===== src/rtl/tdc_divider.sv =====
// Restoring divider for the trajectory deviation check, one quotient bit a cycle.
// Gives quotient and remainder of the reference step over the stroke span.
// Depends on nothing.
`default_nettype none

module tdc_divider #(
	parameter int NW = 12,
	parameter int DW = 12
) (
	input  wire logic          clk,
	input  wire logic          arst_n,
	input  wire logic          start,
	input  wire logic [NW-1:0] dividend,
	input  wire logic [DW-1:0] divisor,
	output logic               done,
	output logic [NW-1:0]      quotient,
	output logic [DW-1:0]      remainder
);

	localparam int CNT_W = $clog2(NW + 1);

	logic             busy_q;
	logic             done_q;
	logic [CNT_W-1:0] cnt_q;
	logic [NW-1:0]    num_q;
	logic [DW-1:0]    rem_q;
	logic [DW-1:0]    dsr_q;
	logic [DW:0]      shifted;
	logic             fits;
	logic [DW:0]      diff;

	assign shifted = {rem_q, num_q[NW-1]};
	assign fits    = shifted >= {1'b0, dsr_q};
	assign diff    = shifted - {1'b0, dsr_q};

	always_ff @(posedge clk or negedge arst_n) begin
		if (!arst_n) begin
			busy_q <= 1'b0;
			done_q <= 1'b0;
			cnt_q  <= '0;
		end else begin
			done_q <= 1'b0;
			if (start) begin
				busy_q <= 1'b1;
				cnt_q  <= '0;
			end else if (busy_q) begin
				cnt_q <= cnt_q + 1'b1;
				if (cnt_q == CNT_W'(NW - 1)) begin
					busy_q <= 1'b0;
					done_q <= 1'b1;
				end
			end
		end
	end

	always_ff @(posedge clk) begin
		if (start) begin
			num_q <= dividend;
			rem_q <= '0;
			dsr_q <= divisor;
		end else if (busy_q) begin
			num_q <= {num_q[NW-2:0], fits};
			rem_q <= fits ? diff[DW-1:0] : shifted[DW-1:0];
		end
	end

	assign done      = done_q;
	assign quotient  = num_q;
	assign remainder = rem_q;

endmodule

`default_nettype wire


===== config.mk =====
export PLATFORM = sky130hd
export DESIGN_NAME = tdc_divider
export DESIGN_NICKNAME = d
export VERILOG_FILES = /design/src/rtl/tdc_divider.sv
export SDC_FILE = /design/constraint.sdc
export NUM_CORES = 1
export LEC_CHECK = 0
export CELL_PAD_IN_SITES_DETAIL_PLACEMENT = 1
export CELL_PAD_IN_SITES_GLOBAL_PLACEMENT = 1
export CORE_ASPECT_RATIO = 1.5
export CORE_UTILIZATION = 44
export DETAILED_ROUTE_END_ITERATION = 10
export DONT_BUFFER_PORTS = 1
export PLACE_DENSITY = 0.73
export RECOVER_POWER = 50
export SYNTH_ARGS = -nofsm -noshare
export SYNTH_HDL_FRONTEND = slang
export SYNTH_SLANG_ARGS = --single-unit

===== constraint.sdc =====
create_clock -name clk -period 2 [get_ports clk]
set_input_delay 0.1 -clock clk [delete_from_list [all_inputs] [get_ports clk]]
set_output_delay 0.1 -clock clk [all_outputs]
set_load 0.02 [all_outputs]

==> impl_metrics.env <==
export IMPL_placed_area_mm2=0.002744
export IMPL_hold_path_class="input port to flip-flop"
export IMPL_ys_top_cells_by_area="edfxtp_1, dfxtp_1, ha_1"
export IMPL_synthesis_area_mm2=0.002385
export IMPL_status="finished, violations left"
export IMPL_port_buffers=0
export IMPL_synthCells=221
export IMPL_worstMarginPinSlew_ns=0.5937
export IMPL_slowest_delay_ns=0.43
export IMPL_dp_hpwl_mm=4.296
export IMPL_ys_top_cells_by_count="edfxtp_1, inv_1, nor2_1"
export IMPL_p_total_w=0.004676
export IMPL_synthArstFlopShare_pct=14.29
export IMPL_via_per_inst=6.011
export IMPL_grt_ovfl_total=0
export IMPL_die_area_mm2=0.005724
export IMPL_drc=0
export IMPL_ant_nets=0
export IMPL_grt_max_degree=28
export IMPL_rsz0062_at_grt="yes"
export IMPL_setup_ws_ns=-0.4231
export IMPL_drive_gt1_share_pct=44.33
export IMPL_clk_pin_slew_ns=0.09
export IMPL_grt_pass1_wl_mm=11.96
export IMPL_setup_violations=13
export IMPL_slew_headroom_pct=59.92
export IMPL_drt_wl_total_mm=8.715
export IMPL_synth_cell_types=53
export IMPL_final_nets=331
export IMPL_dr_wl_met2_mm=4.549
export IMPL_coreArea_mm2=0.005165
export IMPL_reg2reg_to="remainder[10]"
export IMPL_synth_edff_count=24
export IMPL_endpoint_kind="flip-flop"
export IMPL_root_buffer="clkbuf_8"
export IMPL_grt_total_usage_pct=27.45
export IMPL_syn_nets=262
export IMPL_worstPathCellList="ha_4, fa_2, nor2b_4, o21bai_4, a21o_1, a2111oi_4, o31ai_2, a311oi_2"
export IMPL_num_rows=32
export IMPL_yosysTopAreaCell="edfxtp_1"
export IMPL_crit_fanout=2
export IMPL_wire_per_inst_um=24.28
export IMPL_multiInputGateArea_mm2=0.001458
export IMPL_post_synth_cell_area_avg_um2=10.79
export IMPL_cts_max_path_buffers=2
export IMPL_fin_crit_sh_pct=121.2
export IMPL_wl_met1_mm=3.127
export IMPL_synth_top_area_share_pct=30.22
export IMPL_routabilityCongestion=0.8446
export IMPL_drtIter0Drc=133
export IMPL_maxCapViolCount=0
export IMPL_clock_sinks=42
export IMPL_startpoint_type="flip-flop"
export IMPL_reg2reg_slack_ns=-0.42
export IMPL_top_layer_used="met4"
export IMPL_ys_warn_count=0
export IMPL_grt_pass1_vias=2408
export IMPL_yosysMostFrequentCell="edfxtp_1"
export IMPL_area_growth_pct=43.81
export IMPL_fin_skew_ns=0.009224
export IMPL_violations="negative setup slack"
export IMPL_cts_tree="yes"
export IMPL_max_freq_mhz=412.7
export IMPL_cts_buffers=5
export IMPL_ys_ff_latch=42
export IMPL_antenna_found_initial=0
export IMPL_critPathKind="flip-flop to flip-flop"
export IMPL_drt_first_pass_iters=4
export IMPL_htreeDepth=2
export IMPL_vdd_drop_max_mv=0.6891
export IMPL_cp_slowest_cell="edfxtp_1"
export IMPL_min_period_ns=2.423
export IMPL_hold_viol_final=0
export IMPL_worstReg2RegStart="dsr_q[0]"
export IMPL_die_w_um=62.11
export IMPL_p_leak_nw=1.387
export IMPL_via_count=2158
export IMPL_ys_flop_type="edfxtp_1"
export IMPL_io_pins=52
export IMPL_power_density_mw_per_mm2=1363
export IMPL_fillCellCount=520
export IMPL_n_antenna_cell=0
export IMPL_regArea_mm2=0.001111
export IMPL_r2r_worst_path_cells=8
export IMPL_stdcell_area_mm2=0.003430
export IMPL_die_y_um=92.17
export IMPL_setup_worst_path_end="remainder[10]"
export IMPL_synth_seq_area_share_pct=46.59
export IMPL_clkLatencyLatePin_ns=0.31
export IMPL_crit_start="dsr_q[0]"
export IMPL_critical_path_required_ns=2.22
export IMPL_slew_viol_final=0
export IMPL_start_util_pct=46.17
export IMPL_arrival_ns=2.64
export IMPL_route_met3_wl_um=655
==> worst min path at each step <==
| stage | from | endpoint | cells past startpoint |
|---|---|---|---|
| after detailed placement | arst_n | done | 0 |
| after floorplan | arst_n | busy_q | 0 |
| after CTS | dividend[8] | quotient[8] | 1 |
| after global routing | dividend[2] | quotient[2] | 1 |
| after global placement | arst_n | cnt_q[3] | 0 |
| final | dividend[10] | quotient[10] | 1 |
==> per-layer routing <==
metal / GRT usage [%] / vias up
met3: 6.219 / 32
met5: 0 / -
met2: 48.08 / 116
li1: - / 944
met1: 29.65 / 1066
met4: 17.05 / 0
==> power breakdown <==
part	switching, W	total, W	internal, W	leakage, nW
sequential	0.000168	0.00125	0.00108	0.420
clock	0.000313	0.000685	0.000373	0.0514
combinational	0.00148	0.00274	0.00126	0.916
==> final cells by class <==
| class | count | area share (%) |
|---|---|---|
| Clock buffer | 6 | 2.116 |
| Clock inverter | 2 | 1.094 |
| Inverter | 20 | 2.189 |
| Multi-Input combinational cell | 152 | 42.50 |
| Sequential cell | 42 | 32.40 |
| Tap cell | 68 | 2.481 |
| Timing Repair Buffer | 69 | 17.22 |
==> state kept, by name, indices dropped and copies added, names as in the netlist <==
| name | cells |
|---|---|
| cnt_q | 4 |
| done | 1 |
| busy_q | 1 |
| remainder | 12 |
| quotient | 12 |
| dsr_q | 12 |
==> cells in the final DEF, fill, tap and decap left out, types with 7 or more instances in the layout <==
cell,instances
buf_4,47
edfxtp_1,24
inv_1,17
nor2_1,17
dlygate4sd3_1,15
nand2_1,14
mux2_2,12
dfxtp_1,12
a311oi_2,8
ha_4,7
==> cell families (layout without fill, tap and decap cells) <==
| logic type | after synthesis | after routing | synth area share, % |
|---|---|---|---|
| compound gates | 48 | 48 | 17.84 |
| buf+inv | 28 | 97 | 4.774 |
| fa+ha+maj | 14 | 14 | 7.660 |
| mux | 15 | 15 | 6.926 |
| xor+xnor | 6 | 6 | 2.204 |
| simple gates | 68 | 69 | 14.01 |
| flops | 42 | 42 | 46.59 |
==> stage by stage <==
step / instances / hold WS (ns) / TNS, ns / util (%) / worst slack (ns)
6_report: 359 / 0.01268 / -2.366 / 66.40 / -0.4231
5_1_grt: 359 / 0.0001225 / -3.280 / 66.40 / -0.4471
4_1_cts: 353 / 0.01240 / -0.5752 / 62.19 / -0.1992
3_5_place_dp: 322 / -0.1954 / -1.132 / 53.13 / -0.1699
3_3_place_gp: 322 / -0.1954 / -0.5738 / 53.13 / -0.1089
2_1_floorplan: 221 / -0.1956 / -0.6800 / - / -0.2087
==> timing repair <==
action / CTS / global route
endpoints found under the hold margin: 45 / 2
pin swaps: 15 / 22
setup buffers: 8 / 5
hold buffers: 14 / 2
cloned: 1 / 0
gates resized for setup: 31 / 32
endpoints found under the setup margin: 13 / 13
==> worst max-delay path: cells and delay by family (launching register included) <==
kind	cells	cell delay, ns
compound gates	5	1.11
fa+ha+maj	2	0.63
flops	1	0.43
simple gates	1	0.17
Note: power is estimated with default switching activity, not from simulation.
